===== config.mk =====
export PLATFORM = sky130hd
export DESIGN_NAME = humidity_temp_frame_check_convert
export DESIGN_NICKNAME = d
export VERILOG_FILES = /design/src/sv/htfc_pkg.sv /design/src/sv/htfc_crc_front.sv /design/src/sv/htfc_check_mul.sv /design/src/sv/htfc_convert.sv /design/src/sv/humidity_temp_frame_check_convert.sv
export SDC_FILE = /design/constraint.sdc
export NUM_CORES = 1
export LEC_CHECK = 0
export BUFFER_PORTS_ARGS = -buffer_cell sky130_fd_sc_hd__buf_4
export CAP_MARGIN = 20
export CORE_MARGIN = 2
export CORE_UTILIZATION = 32
export CTS_BUF_LIST = sky130_fd_sc_hd__clkbuf_4
export CTS_CLUSTER_DIAMETER = 150
export DETAILED_ROUTE_END_ITERATION = 6
export GPL_ROUTABILITY_DRIVEN = 0
export PLACE_DENSITY_LB_ADDON = 0.25
export SYNTH_ARGS = -nofsm -noshare
export SYNTH_HDL_FRONTEND = slang
export SYNTH_SLANG_ARGS = --single-unit

===== constraint.sdc =====
create_clock -name clk -period 5.03 [get_ports clk]
set_input_delay 1.006 -clock clk [delete_from_list [all_inputs] [get_ports clk]]
set_output_delay 1.006 -clock clk [all_outputs]
set_load 0.005 [all_outputs]

===== src/sv/htfc_pkg.sv =====
// Shared types, constants and the CRC-8 byte update for the humidity and
// temperature frame checker. Used by every module of the block; no dependencies.
package htfc_pkg;

  localparam int unsigned PROD_W = 27;
  localparam int unsigned QUOT_W = 11;

  localparam logic [7:0] CRC_INIT = 8'hFF;
  localparam logic [7:0] CRC_POLY = 8'h31;

  localparam logic [10:0] TEMP_SCALE = 11'd1750;
  localparam logic [10:0] HUM_SCALE_NARROW = 11'd1000;
  localparam logic [10:0] HUM_SCALE_WIDE = 11'd1250;
  localparam logic [PROD_W-1:0] ROUND_HALF = 27'd32768;
  localparam logic signed [12:0] TEMP_BIAS = 13'sd450;
  localparam logic signed [11:0] HUM_BIAS = 12'sd60;
  localparam logic signed [11:0] HUM_MAX = 12'sd1000;

  localparam logic [3:0] ADDR_HUM_MODE = 4'h0;
  localparam logic [3:0] ADDR_TEMP_OFFSET = 4'h4;
  localparam logic [3:0] ADDR_HUM_OFFSET = 4'h8;

  localparam logic [1:0] STATUS_TEMP_BAD = 2'b01;
  localparam logic [1:0] STATUS_HUM_BAD = 2'b10;

  typedef struct packed {
    logic [15:0] raw_t;
    logic [15:0] raw_h;
    logic [7:0]  check_t;
    logic [7:0]  check_h;
    logic [7:0]  crc_t;
    logic [7:0]  crc_h;
  } front_t;

  typedef struct packed {
    logic [PROD_W-1:0] prod_t;
    logic [PROD_W-1:0] prod_h;
    logic              wide_mode;
    logic [1:0]        status;
  } scaled_t;

  function automatic logic [7:0] crc8_byte(input logic [7:0] crc_in, input logic [7:0] data);
    logic [7:0] c;
    c = crc_in ^ data;
    for (int b = 0; b < 8; b++) begin
      if (c[7]) begin
        c = {c[6:0], 1'b0} ^ CRC_POLY;
      end else begin
        c = {c[6:0], 1'b0};
      end
    end
    return c;
  endfunction

endpackage


===== src/sv/htfc_crc_front.sv =====
// First pipeline stage: registers the frame and runs the CRC-8 over the high
// byte of each word. Depends on htfc_pkg.
module htfc_crc_front import htfc_pkg::*; (
  input  logic        clk,
  input  logic        rst_n,
  input  logic        up_valid,
  output logic        up_ready,
  input  logic [47:0] up_data,
  output logic        dn_valid,
  input  logic        dn_ready,
  output front_t      dn_data
);

  logic   valid_r;
  front_t data_r;
  front_t data_nxt;

  assign up_ready = !valid_r || dn_ready;

  always_comb begin
    data_nxt.raw_t   = {up_data[7:0], up_data[15:8]};
    data_nxt.check_t = up_data[23:16];
    data_nxt.raw_h   = {up_data[31:24], up_data[39:32]};
    data_nxt.check_h = up_data[47:40];
    data_nxt.crc_t   = crc8_byte(CRC_INIT, up_data[7:0]);
    data_nxt.crc_h   = crc8_byte(CRC_INIT, up_data[31:24]);
  end

  always_ff @(posedge clk) begin
    if (!rst_n) begin
      valid_r <= 1'b0;
    end else if (up_ready) begin
      valid_r <= up_valid;
    end
  end

  always_ff @(posedge clk) begin
    if (up_ready && up_valid) begin
      data_r <= data_nxt;
    end
  end

  assign dn_valid = valid_r;
  assign dn_data  = data_r;

endmodule


===== src/sv/htfc_check_mul.sv =====
// Second pipeline stage: finishes both CRCs, sets the status bits and scales
// the raw words by their constant factors. Depends on htfc_pkg.
module htfc_check_mul import htfc_pkg::*; (
  input  logic    clk,
  input  logic    rst_n,
  input  logic    wide_mode,
  input  logic    up_valid,
  output logic    up_ready,
  input  front_t  up_data,
  output logic    dn_valid,
  input  logic    dn_ready,
  output scaled_t dn_data
);

  logic       valid_r;
  scaled_t    data_r;
  scaled_t    data_nxt;
  logic [7:0] crc_t;
  logic [7:0] crc_h;
  logic [10:0] hum_scale;

  assign up_ready = !valid_r || dn_ready;

  always_comb begin
    crc_t = crc8_byte(up_data.crc_t, up_data.raw_t[7:0]);
    crc_h = crc8_byte(up_data.crc_h, up_data.raw_h[7:0]);
    hum_scale = wide_mode ? HUM_SCALE_WIDE : HUM_SCALE_NARROW;
    data_nxt.status = ((crc_t != up_data.check_t) ? STATUS_TEMP_BAD : 2'b00)
                    | ((crc_h != up_data.check_h) ? STATUS_HUM_BAD : 2'b00);
    data_nxt.prod_t = PROD_W'(up_data.raw_t * TEMP_SCALE);
    data_nxt.prod_h = PROD_W'(up_data.raw_h * hum_scale);
    data_nxt.wide_mode = wide_mode;
  end

  always_ff @(posedge clk) begin
    if (!rst_n) begin
      valid_r <= 1'b0;
    end else if (up_ready) begin
      valid_r <= up_valid;
    end
  end

  always_ff @(posedge clk) begin
    if (up_ready && up_valid) begin
      data_r <= data_nxt;
    end
  end

  assign dn_valid = valid_r;
  assign dn_data  = data_r;

endmodule


===== src/sv/htfc_convert.sv =====
// Third pipeline stage and output register: rounds the products, applies the
// biases, clamp and calibration offsets, and zeroes values of failed frames.
// Depends on htfc_pkg.
module htfc_convert import htfc_pkg::*; (
  input  logic               clk,
  input  logic               rst_n,
  input  logic signed [10:0] temp_offset,
  input  logic signed [7:0]  hum_offset,
  input  logic               up_valid,
  output logic               up_ready,
  input  scaled_t            up_data,
  output logic               dn_valid,
  input  logic               dn_ready,
  output logic signed [12:0] dn_temp,
  output logic signed [11:0] dn_hum,
  output logic [1:0]         dn_status
);

  logic               valid_r;
  logic signed [12:0] temp_r;
  logic signed [11:0] hum_r;
  logic [1:0]         status_r;
  logic signed [12:0] temp_nxt;
  logic signed [11:0] hum_nxt;
  logic [PROD_W-1:0]  sum_t;
  logic [PROD_W-1:0]  sum_h;
  logic [QUOT_W-1:0]  quot_t;
  logic [QUOT_W-1:0]  quot_h;
  logic signed [11:0] hum_raw;
  logic signed [11:0] hum_clamp;

  assign up_ready = !valid_r || dn_ready;

  always_comb begin
    sum_t  = up_data.prod_t + ROUND_HALF;
    sum_h  = up_data.prod_h + ROUND_HALF;
    quot_t = sum_t[PROD_W-1:16];
    quot_h = sum_h[PROD_W-1:16];
    hum_raw = $signed({1'b0, quot_h});
    if (up_data.wide_mode) begin
      hum_raw = hum_raw - HUM_BIAS;
    end
    if (hum_raw < 12'sd0) begin
      hum_clamp = 12'sd0;
    end else if (hum_raw > HUM_MAX) begin
      hum_clamp = HUM_MAX;
    end else begin
      hum_clamp = hum_raw;
    end
    if (up_data.status != 2'b00) begin
      temp_nxt = 13'sd0;
      hum_nxt  = 12'sd0;
    end else begin
      temp_nxt = $signed({2'b00, quot_t}) - TEMP_BIAS + 13'(temp_offset);
      hum_nxt  = hum_clamp + 12'(hum_offset);
    end
  end

  always_ff @(posedge clk) begin
    if (!rst_n) begin
      valid_r <= 1'b0;
    end else if (up_ready) begin
      valid_r <= up_valid;
    end
  end

  always_ff @(posedge clk) begin
    if (up_ready && up_valid) begin
      temp_r   <= temp_nxt;
      hum_r    <= hum_nxt;
      status_r <= up_data.status;
    end
  end

  assign dn_valid  = valid_r;
  assign dn_temp   = temp_r;
  assign dn_hum    = hum_r;
  assign dn_status = status_r;

endmodule


===== src/sv/humidity_temp_frame_check_convert.sv =====
// Top level of the humidity and temperature frame checker and converter.
// Instantiates htfc_crc_front, htfc_check_mul and htfc_convert; uses htfc_pkg.
//
// Usage: each input item is one six-byte sensor frame on in_tdata. Each
// 16-bit word is checked against its CRC-8 (polynomial 0x31, init 0xFF) and,
// when both pass, converted to tenths of a degree and tenths of a percent.
// Every frame gives exactly one result item on out_tdata, with the failure
// flags on out_tuser; values of a failed frame are zero.
// Three register stages lie between acceptance and out_tvalid (CRC front half,
// CRC finish with constant multiply, and rounding with clamp and offsets).
// One item is accepted every cycle while out_tready is high.
// When the receiver stalls, the full stages hold their items and in_tready
// drops only once every stage is occupied; no item is lost or repeated.
// Reset empties the pipeline and clears the scale mode and both offsets.
// Registers: 0x0 humidity scale mode, 0x4 temperature offset, 0x8 humidity
// offset. Write them only while no item is in flight.
module humidity_temp_frame_check_convert import htfc_pkg::*; (
  input  logic        clk,
  input  logic        rst_n,
  input  logic        in_tvalid,
  output logic        in_tready,
  // temp_high_byte, temp_low_byte, temp_check_byte, hum_high_byte,
  // hum_low_byte, hum_check_byte
  input  logic [47:0] in_tdata,
  output logic        out_tvalid,
  input  logic        out_tready,
  // temperature_tenths [12:0], humidity_tenths [24:13], zeros above
  output logic [31:0] out_tdata,
  // frame_status [1:0]
  output logic [1:0]  out_tuser,
  input  logic        cfg_psel,
  input  logic        cfg_penable,
  input  logic        cfg_pwrite,
  input  logic [3:0]  cfg_paddr,
  input  logic [31:0] cfg_pwdata,
  output logic [31:0] cfg_prdata,
  output logic        cfg_pready
);

  logic               hum_mode_r;
  logic signed [10:0] temp_offset_r;
  logic signed [7:0]  hum_offset_r;
  logic               cfg_write;

  logic               s1_valid;
  logic               s1_ready;
  front_t             s1_data;
  logic               s2_valid;
  logic               s2_ready;
  scaled_t            s2_data;
  logic signed [12:0] temp_out;
  logic signed [11:0] hum_out;

  assign cfg_pready = 1'b1;
  assign cfg_write  = cfg_psel && cfg_penable && cfg_pwrite && cfg_pready;

  always_ff @(posedge clk) begin
    if (!rst_n) begin
      hum_mode_r    <= 1'b0;
      temp_offset_r <= 11'sd0;
      hum_offset_r  <= 8'sd0;
    end else if (cfg_write) begin
      case (cfg_paddr)
        ADDR_HUM_MODE:    hum_mode_r    <= cfg_pwdata[0];
        ADDR_TEMP_OFFSET: temp_offset_r <= $signed(cfg_pwdata[10:0]);
        ADDR_HUM_OFFSET:  hum_offset_r  <= $signed(cfg_pwdata[7:0]);
        default: ;
      endcase
    end
  end

  always_comb begin
    case (cfg_paddr)
      ADDR_HUM_MODE:    cfg_prdata = {31'd0, hum_mode_r};
      ADDR_TEMP_OFFSET: cfg_prdata = {21'd0, temp_offset_r};
      ADDR_HUM_OFFSET:  cfg_prdata = {24'd0, hum_offset_r};
      default:          cfg_prdata = 32'd0;
    endcase
  end

  htfc_crc_front u_front (
    .clk      (clk),
    .rst_n    (rst_n),
    .up_valid (in_tvalid),
    .up_ready (in_tready),
    .up_data  (in_tdata),
    .dn_valid (s1_valid),
    .dn_ready (s1_ready),
    .dn_data  (s1_data)
  );

  htfc_check_mul u_check (
    .clk       (clk),
    .rst_n     (rst_n),
    .wide_mode (hum_mode_r),
    .up_valid  (s1_valid),
    .up_ready  (s1_ready),
    .up_data   (s1_data),
    .dn_valid  (s2_valid),
    .dn_ready  (s2_ready),
    .dn_data   (s2_data)
  );

  htfc_convert u_convert (
    .clk         (clk),
    .rst_n       (rst_n),
    .temp_offset (temp_offset_r),
    .hum_offset  (hum_offset_r),
    .up_valid    (s2_valid),
    .up_ready    (s2_ready),
    .up_data     (s2_data),
    .dn_valid    (out_tvalid),
    .dn_ready    (out_tready),
    .dn_temp     (temp_out),
    .dn_hum      (hum_out),
    .dn_status   (out_tuser)
  );

  assign out_tdata = {7'd0, hum_out, temp_out};

endmodule

# --- After elaboration in Yosys (flattened, before gate mapping) ---
# Cells that the tools add are included.
word_totals:
  reg_bits: 170
  in_bits: 91
  output_inout_bits: 69
op_classes:
  addsub: 6
  n_mul: 2
  n_lt_le_gt_ge: 2
  n_eq_ne: 4
  muxes: 39
  bitwise_logic: 37
  reduce_logical: 16
ops:
  columns: ["cell", "n"]
  rows:
  - ["$mux 6", 32]
  - ["$not 3->3", 32]
  - ["$add 27x16->27 const B", 2]
  - ["$mux 12", 3]
  - ["$pmux 11 s3", 1]
  - ["$mul 16x11->27", 1]
  - ["$mul 16x10->26 const B", 1]
  - ["$ne 8x8->1", 2]
  - ["$not 8->8", 2]
  - ["$xor 8x8->8", 2]
  - ["$add 12x11->13", 1]
  - ["$add 12x8->12", 1]
  - ["$gt 12x11->1 const B", 1]
  - ["$lt 12x1->1 const B", 1]
  - ["$sub 11x6->12 const B", 1]
  - ["$sub 11x9->12 const B", 1]
  - ["$mux 11", 1]
  - ["$reduce_and 2->1", 3]
  - ["$logic_and 1x1->1", 5]
  - ["$eq 4x3->1 const B", 1]
  - ["$eq 4x4->1 const B", 1]
  - ["$logic_not 4->1", 1]
  - ["$logic_not 1->1", 3]
  - ["$logic_or 1x1->1", 3]
  - ["other kinds (4)", 4]

# --- Depth between registers and ports, before layout ---
# Gate-level depths: netlist of run 1.
depth:
  depth_word: 20
  depth_mapped: 21
  ltp_nobuf: 20

# --- Hierarchy ---
# From an unflattened synthesis of run 1, not the netlist that was laid out.
unflattened:
  hier_cells: 1577
  hier_area_um2: 16445.8
by_module_without_submodules:
  columns: ["module", "n_inst", "cells_each", "area_each_um2"]
  rows:
  - ["htfc_check_mul", 1, 982, 9788.1]
  - ["htfc_convert", 1, 373, 3240.6]
  - ["htfc_crc_front", 1, 95, 2265.9]
  - ["humidity_temp_frame_check_convert", 1, 127, 1151.1]

# --- Worst setup path after synthesis of run 1 ---
# No wires, ideal clock.
synth_timing:
  kind: "register -> register"
  start: "register u_front.data_r (netlist bit u_front.dn_data[39])"
  end: "register u_check.data_r (netlist bit u_check.dn_data[29]), data pin"
  setup_time_ns: 0.259
  t_arrival_ns: 4.852
  required_time_ns: 4.771
  slack_ns: -0.082
  stages_incl_launch_ff: 17
  path_buffers: 0
  period_less_slack_ns: 5.112
  path_cell_list: "edfxtp_1 -> and2_1 -> or2_2 -> ha_1 -> fa_1 -> fa_1 -> fa_1 -> fa_1 -> ha_1 -> a21oi_1 -> o21ai_0 -> o22ai_1 -> a211oi_1 -> nor3_1 -> o21bai_1 -> a21oi_1 -> xnor2_1"
synth_lines:
  columns: ["element", "line", "source"]
  rows:
  - ["start, declared", "htfc_crc_front.sv:15", "front_t data_r;"]
  - ["start signal, assigned", "htfc_crc_front.sv:39", "data_r <= data_nxt;"]
  - ["end signal, assigned", "htfc_check_mul.sv:45", "data_r <= data_nxt;"]
  - ["end, declared", "htfc_check_mul.sv:16", "scaled_t data_r;"]

==> impl_results.rst, run 1 <==
.. list-table::
   :header-rows: 1

   * - Metric
     - Value
   * - Number of endpoints failing setup at the final stage
     - 0
   * - Nets@finish
     - 1871
   * - Type of destination of the critical path
     - flip-flop
   * - CTS tree
     - done
   * - FMAX
     - 205 MHz
   * - Overall global routing resource usage
     - 0.134
   * - First-pass GRT wire length
     - 48000 um
   * - Initial DRC Count
     - 350
   * - Max H-tree Level
     - 4
   * - Worst voltage drop across the vdd grid
     - 0.000357 V
   * - Vias in the first global route
     - 9502
   * - Sequential-to-total area share from yosys stat
     - 0.289
   * - Static power due to leakage
     - 7.17 nW
   * - Kind of start point of the critical path
     - flip-flop
   * - Arrival time worst endpoint
     - 5240 ps
   * - Sink Count
     - 141
   * - Effective utilization at floorplan
     - 0.323
   * - Warnings from Yosys
     - 0
   * - Final-layout worst hold slack
     - 510 ps
   * - Per-cell routed wire length
     - 14.0 um
   * - Number of antenna violations at the first check in global routing
     - 1
   * - Post-route cell area
     - 16400 sq um
   * - # hold bufs at CTS
     - 0
   * - Count of boundary I/O pins
     - 160
   * - DRC violations left
     - 0
   * - Crit path max fanout
     - 20
   * - Pin count of the biggest net entering global routing
     - 65
   * - Post-Syn Area
     - 13900 sq um
   * - Worst-Margin Slew
     - 809 ps
   * - Setup clock skew after layout
     - 22.2 ps
   * - Number of register bits inferred by synthesis
     - 141
   * - GRT busiest layer
     - met2
   * - Core area
     - 42900 sq um
   * - Number of I/O port buffers
     - 109
   * - Data required time of the critical path
     - 5380 ps
   * - Number of pins exceeding their max-slew limit in the final report
     - 0
   * - Clock transition at the register clock pins on the worst setup and hold paths after CTS
     - 140 ps
   * - Min Clock Period, post-route
     - 4890 ps
   * - Cells taking the most area after synthesis
     - edfxtp_1, fa_1, ha_1, xnor2_1, inv_1
   * - Async SR Flop Fraction
     - 0
   * - Die span in y
     - 212 um
   * - P&R area growth vs syn
     - 18.4%
   * - Power after layout
     - 9.44 mW
   * - Minimum setup slack in the final design
     - 140 ps
   * - Number of clock buffers inserted by TritonCTS
     - 17
   * - Unique masters post-synth
     - 68
   * - Total gr overflow
     - 0
   * - Cell type with the largest total area after synthesis
     - edfxtp_1
   * - Post-detail-place hpwl
     - 24200 um
   * - Number of buffers on the longest clock path
     - 2
   * - Headroom to the max-slew limit
     - 0.460
   * - Hold Vio Cnt, Final
     - 0
   * - Average instance area after synthesis
     - 10.9 sq um
   * - Gate count of the mapped netlist
     - 1272
   * - Number of vias after detailed routing
     - 9060
   * - Worst slack at placement
     - -175 ps
   * - Total Die Area
     - 45000 sq um
   * - Path category of the worst min-delay check
     - flip-flop to flip-flop
   * - Most common flop cell mapped by yosys
     - edfxtp_1
   * - DRT antenna net count
     - 0
   * - Post-DR vias/cell
     - 4.42
   * - Slack of the worst reg-to-reg path
     - 140 ps
   * - Max Cap Viol
     - 0
   * - Met1 Usage GRT
     - 0.185
   * - Total power divided by cell area
     - 575 nW/um^2
   * - Worst Setup Path Type
     - flip-flop to flip-flop
   * - Final WL
     - 28700 um
   * - Share of cells above drive strength 1
     - 0.201
   * - # rows
     - 76
   * - Clk Latency, worst-skew pair
     - 570 ps
   * - Post-DP Area
     - 15800 sq um
   * - Met2 capacity usage during global routing
     - 0.221
   * - Result of the run
     - completed
   * - RSZ-0062 raised after global routing
     - yes
   * - Clock Root Buffer
     - clkbuf_4
   * - Total negative slack
     - 0 ps
   * - Post-route clock period utilization
     - 0.972
   * - DRT Pass-1 Iters
     - 4
   * - Portion of synthesized cell area occupied by the leading cell type
     - 0.256
   * - Number of synthesized flops with an enable pin
     - 118
   * - Die X
     - 212 um
   * - Met3 Usage GRT
     - 0.0232
## registers in the layout, summed over array words and instances, names as in the netlist
register,cells
hum_mode_r,1
hum_offset_r,8
temp_offset_r,11
u_check.dn_data,27
u_check.dn_valid,1
u_convert.dn_hum,12
u_convert.dn_status,2
u_convert.dn_temp,13
u_convert.dn_valid,1
u_front.dn_data,64
u_front.dn_valid,1
## routing by layer
| metal | vias up | wire length (um) |
|---|---|---|
| li1 | 4633 | - |
| met5 | - | 0 |
| met4 | 0 | 295 |
| met1 | 4266 | 14300 |
| met2 | 143 | 13100 |
| met3 | 18 | 959 |
## worst max-delay path, cell delays in order (launching register included)
cell and delay [ps]:
dfxtp_2 350, buf_12 150, and2_1 140, or2_2 280, ha_1 300, fa_1 500, fa_1 430, fa_1 570
fa_1 460, ha_4 300, a21oi_1 70, o21ai_2 170, o22ai_1 140, a211oi_2 300, nor3_2 70, o21bai_1 180
a21oi_1 100, xnor2_1 130
## cell usage in the layout, fill, tap and decap left out, types with 10 or more instances in the layout
cell type	synthesis	final
mux2i_1	12	12
nand2_1	60	60
nand3_1	24	24
o21ai_0	26	22
a21oi_1	38	35
fa_1	127	124
and2_1	22	22
ha_4	0	11
buf_4	30	189
nor2_1	64	62
nor3_1	22	19
inv_1	145	144
clkbuf_4	0	18
nand4_1	10	10
nor2b_1	29	26
ha_1	200	186
conb_1	2	32
xor2_1	47	47
a21boi_0	14	13
xnor2_1	93	93
edfxtp_1	118	118
or2_2	10	10
dfxtp_1	23	22
a21o_1	17	17
## path summary, 6_finish.rpt
check                                      start                   to  cells after the start
worst min register to register  temp_offset_r[7]     temp_offset_r[7]                      2
worst min-delay path            temp_offset_r[7]     temp_offset_r[7]                      2
worst max-delay path                  hum_mode_r  u_check.dn_data[29]                     17
worst max register to register        hum_mode_r  u_check.dn_data[29]                     17
## logic make-up after synthesis
logic type,Yosys count,share of synthesized area
buffers and inverters,206,0.0643
adders and majority gates,327,0.364
xor gates and xnor gates,141,0.0896
DFF,141,0.289
other,2,0.000542
muxes,14,0.0103
and+or+nand+nor,283,0.106
AOI/OAI and AO/OA,158,0.0764
## per-stage QoR
step,instances,utilization
finish,2052,0.383
global placement,2012,0.368
CTS,2046,0.377
floorplan,1302,-
global route,2052,0.383
detailed placement,2012,0.368
## final cells by class
class | instances | area (sq um)
Clock inverter | 14 | 169
Clock buffer | 18 | 135
Fill cell | 4278 | 26500
Tap cell | 585 | 732
Antenna cell | 1 | 2.50
Sequential cell | 141 | 4010
Inverter | 145 | 544
Timing Repair Buffer | 193 | 1480
Multi-Input combinational cell | 955 | 9350
## power breakdown
group,switching [mW],internal (mW)
Combinational,3.46,3.32
Sequential,0.184,1.69
Clock,0.440,0.350
## timing repair
action | CTS | global route
buffers inserted | 2 | 5
pin swaps | 21 | 25
endpoints found under the setup margin | 6 | 13
gates resized for setup | 12 | 35
## cell usage after synthesis, drive strengths merged (3+ instances only)
master,count
or2,11
and4,4
mux2i,12
clkbuf,27
nand2b,10
ha,200
nor2b,29
nor3,23
o21ai,27
nor3b,4
o31ai,3
buf,34
a211oi,4
a21boi,15
nor4,4
xor2,47
or3,3
o21a,9
a21oi,38
edfxtp,118
fa,127
nand3,25
and3,3
inv,145
nor4b,3
a21o,17
o22ai,3
dfxtp,23
a22o,7
a31oi,9
xnor2,94
and2,22
o211ai,3
nor2,65
a31o,4
nand2,61
a41oi,3
o21bai,5
nand4,11
Power figures use the tool's default switching activity.
==> inputs of run 2 (changes only) <==
Settings changed: RECOVER_POWER set to 50.
==> impl_results.rst, run 2 (synthesis results as in run 1) <==
.. list-table::
   :header-rows: 1

   * - Metric
     - Value
   * - Result of the run
     - finished with violations
   * - Violated checks
     - capacitance limit, slew limit
   * - Critical path's slowest cell
     - fa_1
   * - Final standard cell count with taps included and fillers excluded
     - 2052
   * - Kind of start point of the critical path
     - flip-flop
   * - Family of cells with the greatest summed delay on the critical path
     - adder cells
   * - Number of clock buffers inserted by TritonCTS
     - 17
   * - # rows
     - 76
   * - Delay of the slowest critical-path stage
     - 570 ps
   * - Total gr overflow
     - 0
   * - # hold bufs at CTS
     - 0
   * - Highest Signal Layer
     - met4
   * - WP buf/inv
     - 1
   * - Core area
     - 42900 sq um
   * - Crit path max fanout
     - 20
   * - Final WL
     - 28700 um
   * - DRC violations left
     - 0
   * - Hold Vio Cnt, Final
     - 0
   * - Internal power
     - 5.35 mW
   * - Pin count of the biggest net entering global routing
     - 65
   * - Detail Route met3 WL
     - 1060 um
   * - Net switching power of the design
     - 4.08 mW
   * - RSZ-0062 raised after global routing
     - yes
   * - CTS tree
     - done
   * - Number of buffers on the longest clock path
     - 2
   * - Number of antenna violations at the first check in global routing
     - 1
   * - Data required time of the critical path
     - 5380 ps
   * - Total Die Area
     - 45000 sq um
   * - Clk network pwr share
     - 0.084
   * - Power share of the sequential group
     - 0.199
   * - Die span in y
     - 212 um
   * - Clk Latency, worst-skew pair
     - 580 ps
   * - Number of endpoints failing setup at the final stage
     - 0
   * - Arrival time worst endpoint
     - 5230 ps
   * - Worst Setup Path Type
     - flip-flop to flip-flop
   * - Total negative slack
     - 0 ps
   * - Static power due to leakage
     - 7.08 nW
   * - DRT Pass-1 Iters
     - 4
   * - Effective utilization at floorplan
     - 0.323
   * - Min Clock Period, post-route
     - 4890 ps
   * - Total power divided by cell area
     - 577 nW/um^2
   * - Worst-Margin Slew
     - 3360 ps
   * - Share of total power in combinational logic
     - 0.718
   * - Post-route clock period utilization
     - 0.972
   * - Share of cells above drive strength 1
     - 0.186
   * - Post-DR vias/cell
     - 4.41
   * - Number of I/O port buffers
     - 109
   * - First-pass GRT wire length
     - 48000 um
   * - Number of vias after detailed routing
     - 9058
   * - Number of pins exceeding their max-slew limit in the final report
     - 93
   * - P&R area growth vs syn
     - 17.8%
   * - Post-detail-place hpwl
     - 24200 um
   * - Vias in the first global route
     - 9502
   * - Nets@finish
     - 1871
   * - Detailed-routing wirelength on met1
     - 14300 um
   * - Most frequent standard cell in the layout excluding fill and tap cells
     - ha_1
   * - Most common cell on crit path
     - fa_1
   * - Setup clock skew after layout
     - 20.3 ps
   * - DRT antenna net count
     - 0
   * - Type of destination of the critical path
     - flip-flop
   * - Max Cap Viol
     - 2
   * - Max H-tree Level
     - 4
   * - Path category of the worst min-delay check
     - flip-flop to flip-flop
   * - Initial DRC Count
     - 340
   * - Minimum setup slack in the final design
     - 142 ps
   * - Headroom to the max-slew limit
     - -1.24
   * - Clock transition at the register clock pins on the worst setup and hold paths after CTS
     - 130 ps
   * - Count of boundary I/O pins
     - 160
   * - Switching part of the total power
     - 0.433
   * - Worst slack at placement
     - -175 ps
   * - Max reg flops
     - 64
   * - Routed length on met2
     - 13100 um
   * - Worst voltage drop across the vdd grid
     - 0.000357 V
   * - FMAX
     - 205 MHz
   * - Overall global routing resource usage
     - 0.134
   * - Per-cell routed wire length
     - 14.0 um
   * - Die X
     - 212 um
   * - Clock Root Buffer
     - clkbuf_4
   * - Placed Instances
     - 2012
   * - Power after layout
     - 9.43 mW
   * - Ordered cell list for the critical path
     - buf_12 > and2_1 > or2_2 > ha_1 > fa_1 > fa_1 > fa_1 > fa_1 > ha_4 > a21oi_1 > o21ai_2 > o22ai_1 > a211oi_2 > nor3_2 > o21bai_1 > a21oi_1 > xnor2_1
   * - Most frequent cells in the layout
     - ha_1, inv_1, buf_4
   * - Sink Count
     - 141
==> run 2: repair_timing <==
item / CTS / global route
pin swaps: 21 / 25
setup buffers: 2 / 5
endpoints found under the hold margin: 0 / 0
endpoints found under the setup margin: 6 / 13
resized for setup: 12 / 35
==> run 2: worst register-to-register path, cell delays in order (launching register included) <==
cell,delay [ps]
dfxtp_2,350
buf_12,150
and2_1,150
or2_2,280
ha_1,300
fa_1,500
fa_1,440
fa_1,570
fa_1,460
ha_4,300
a21oi_1,70
o21ai_2,170
o22ai_1,140
a211oi_2,300
nor3_2,80
o21bai_1,180
a21oi_1,100
xnor2_1,130
==> run 2: layout make-up <==
class / count / area [sq um]
fillers: 4296 / 26600
inverters: 145 / 544
multi-input cells: 955 / 9350
flip-flops and latches: 141 / 4010
clock buffers: 18 / 135
diodes: 1 / 2.50
clock inverters: 14 / 169
repair buffers: 193 / 1390
well taps: 585 / 732
==> run 2: per-layer routing <==
layer | vias to the layer above | track usage
li1 | 4633 | -
met1 | 4266 | 0.185
met2 | 143 | 0.221
met3 | 16 | 0.0232
met4 | 0 | 0.0294
met5 | - | 0
==> run 2: worst paths after layout <==
check                                 startpoint                  end  slack (ps)  depth (start not counted)
worst max-delay path                  hum_mode_r  u_check.dn_data[29]         140                         17
worst min-delay path            temp_offset_r[7]     temp_offset_r[7]         510                          2
worst max register to register        hum_mode_r  u_check.dn_data[29]         140                         17
worst min register to register  temp_offset_r[7]     temp_offset_r[7]         510                          2
==> run 2: stage by stage <==
step	utilization	cell area, sq um	hold WS (ps)
final	0.381	16300	510
after CTS	0.377	16200	512
after detailed placement	0.368	15800	496
after global routing	0.381	16300	540
after global placement	0.368	15800	491
after floorplan	-	14000	443
==> run 2: power by group through the flow <==
stage | logic (mW) | clock network (mW) | registers (mW)
2_1_floorplan | 4.88 | 0 | 1.84
3_3_place_gp | 6.27 | 0 | 1.89
3_5_place_dp | 6.33 | 0 | 1.90
4_1_cts | 6.50 | 0.826 | 1.87
5_1_grt | 7.85 | 0.875 | 1.91
6_report | 6.77 | 0.789 | 1.87
==> inputs of run 3 (changes only) <==
Settings changed: REMOVE_ABC_BUFFERS set to 1.
==> impl_results.rst, run 3 (synthesis results as in run 1) <==
.. list-table::
   :header-rows: 1

   * - Metric
     - Value
   * - Max H-tree Level
     - 4
   * - Type of destination of the critical path
     - flip-flop
   * - Sequential Area
     - 4010 sq um
   * - Post-DR vias/cell
     - 4.45
   * - Headroom to the max-slew limit
     - -1.30
   * - First-pass GRT wire length
     - 47900 um
   * - Power share of the sequential group
     - 0.188
   * - Post-detail-place hpwl
     - 24400 um
   * - Most common cell on crit path
     - fa_1
   * - DRT antenna net count
     - 0
   * - Number of pins exceeding their max-slew limit in the final report
     - 93
   * - Total of fill cells in the finished design
     - 4247
   * - Placed Instances
     - 2028
   * - Detail Route met3 WL
     - 1070 um
   * - Switching part of the total power
     - 0.438
   * - CTS tree
     - done
   * - Number of endpoints failing setup at the final stage
     - 0
   * - DRT Pass-1 Iters
     - 5
   * - Worst-Margin Slew
     - 3450 ps
   * - Ordered cell list for the critical path
     - buf_4 > ha_1 > fa_1 > fa_1 > fa_1 > fa_1 > ha_4 > nand2_1 > o21a_1 > o221a_4 > buf_4 > a21bo_2 > a21oi_2 > a21o_1 > a21oi_1 > xnor2_1
   * - Kind of start point of the critical path
     - flip-flop
   * - Worst hold start
     - temp_offset_r[0]
   * - # hold bufs at CTS
     - 0
   * - Min Clock Period, post-route
     - 4910 ps
   * - Number of vias after detailed routing
     - 9266
   * - Clock Root Buffer
     - clkbuf_4
   * - Most frequent cells in the layout
     - ha_1, buf_4, inv_1
   * - Area of combinational cells with multiple inputs
     - 9460 sq um
   * - Core area
     - 42900 sq um
   * - Die X
     - 212 um
   * - Total negative slack
     - 0 ps
   * - Setup clock skew after layout
     - 35.0 ps
   * - DRC violations left
     - 0
   * - Total power divided by cell area
     - 599 nW/um^2
   * - Data required time of the critical path
     - 5420 ps
   * - Count of boundary I/O pins
     - 160
   * - Max Cap Viol
     - 2
   * - Total gr overflow
     - 0
   * - Overall global routing resource usage
     - 0.135
   * - Number of antenna violations at the first check in global routing
     - 2
   * - Arrival time worst endpoint
     - 5290 ps
   * - P&R area growth vs syn
     - 20.2%
   * - Highest Signal Layer
     - met4
   * - Critical path's slowest cell
     - fa_1
   * - Initial DRC Count
     - 280
   * - Number of clock buffers inserted by TritonCTS
     - 17
   * - Share of total power in combinational logic
     - 0.726
   * - Violated checks
     - capacitance limit, slew limit
   * - Pin count of the biggest net entering global routing
     - 65
   * - Total Die Area
     - 45000 sq um
   * - FMAX
     - 204 MHz
   * - Crit path max fanout
     - 5
   * - Clk Latency, worst-skew pair
     - 630 ps
   * - CP Launch Point
     - u_front.dn_data[56]
   * - Worst voltage drop across the vdd grid
     - 0.000501 V
   * - Effective utilization at floorplan
     - 0.323
   * - Worst Setup Path Type
     - flip-flop to flip-flop
   * - Most frequent standard cell in the layout excluding fill and tap cells
     - ha_1
   * - # rows
     - 76
   * - Routed length on met2
     - 13800 um
   * - Nets@finish
     - 1899
   * - Sink Count
     - 141
   * - Max reg flops
     - 64
   * - Clock transition at the register clock pins on the worst setup and hold paths after CTS
     - 160 ps
   * - Final WL
     - 29700 um
   * - Share of cells above drive strength 1
     - 0.213
   * - Net switching power of the design
     - 4.37 mW
   * - Number of I/O port buffers
     - 109
   * - Delay of the slowest critical-path stage
     - 570 ps
   * - Die span in y
     - 212 um
   * - Vias in the first global route
     - 9511
   * - Internal power
     - 5.62 mW
   * - Clk network pwr share
     - 0.086
   * - Static power due to leakage
     - 7.27 nW
   * - Per-cell routed wire length
     - 14.3 um
   * - Final standard cell count with taps included and fillers excluded
     - 2080
   * - Result of the run
     - finished with violations
   * - Path category of the worst min-delay check
     - flip-flop to flip-flop
   * - Final-layout worst hold slack
     - 498 ps
   * - RSZ-0062 raised after global routing
     - yes
   * - Final core utilization
     - 0.389
   * - Detailed-routing wirelength on met1
     - 14500 um
   * - Post-route clock period utilization
     - 0.975
   * - Hold Vio Cnt, Final
     - 0
   * - Number of buffers on the longest clock path
     - 2
   * - Reg-to-Reg Start
     - u_front.dn_data[56]
[run 3: cell types whose count changed in the layout (fill, tap and decap cells not counted), moves of 3 or more]
cell        before  now
clkinvlp_4       4    0
inv_1          144  140
inv_2            1    5
ha_4            11   17
clkinv_8         0    5
a21oi_1         35   32
inv_8            0    4
ha_1           186  180
buf_4          135  163
a21oi_2          3    6
[run 3: worst max-delay path, delay by kind of cell (launching register included)]
kind                     cells  cell delay [ps]
buffers and inverters        2              330
flip-flops                   1              550
adder cells (fa/ha/maj)      6             2580
XOR/XNOR                     1              120
AND/OR/NAND/NOR              1               50
AO/OA/AOI/OAI                6             1060
[run 3: timing repair]
item	4_1_cts	5_1_grt
setup buffers	7	12
pin swaps	21	58
gates resized for setup	16	53
endpoints found under the setup margin	14	15
[run 3: final cells by class]
type,count,share of cell area
Clock buffer,17,0.00766
Multi-Input combinational cell,955,0.568
Clock inverter,15,0.0117
Tap cell,585,0.0439
Sequential cell,141,0.240
Timing Repair Buffer,221,0.0957
Antenna cell,1,0.000150
Inverter,145,0.0327
[run 3: through the flow]
stage | power (mW) | instance area (sq um) | worst slack, ps
after CTS | 9.61 | 16300 | -30.3
after global routing | 11.2 | 16700 | -107
final | 9.99 | 16700 | 125
after floorplan | 6.69 | 13600 | -358
after global placement | 8.50 | 15900 | -282
after detailed placement | 8.57 | 15900 | -336
[run 3: power groups by stage]
stage	combinational, mW	sequential [mW]	clock [mW]
3_3_place_gp	6.61	1.89	0
2_1_floorplan	4.82	1.87	0
4_1_cts	6.84	1.87	0.898
5_1_grt	8.30	1.91	0.944
6_report	7.25	1.87	0.861
3_5_place_dp	6.67	1.90	0
[run 3: layer usage]
metal	vias to the layer above	global-route usage
met5	-	0
met2	158	0.219
met1	4407	0.188
met3	19	0.0247
li1	4682	-
met4	0	0.0338
[run 3: worst paths after layout]
path | end | slack [ps] | cells past startpoint
setup reg to reg | u_check.dn_data[51] | 120 | 16
hold / removal | temp_offset_r[0] | 500 | 2
hold reg to reg | temp_offset_r[0] | 500 | 2
setup / recovery | u_check.dn_data[51] | 120 | 16
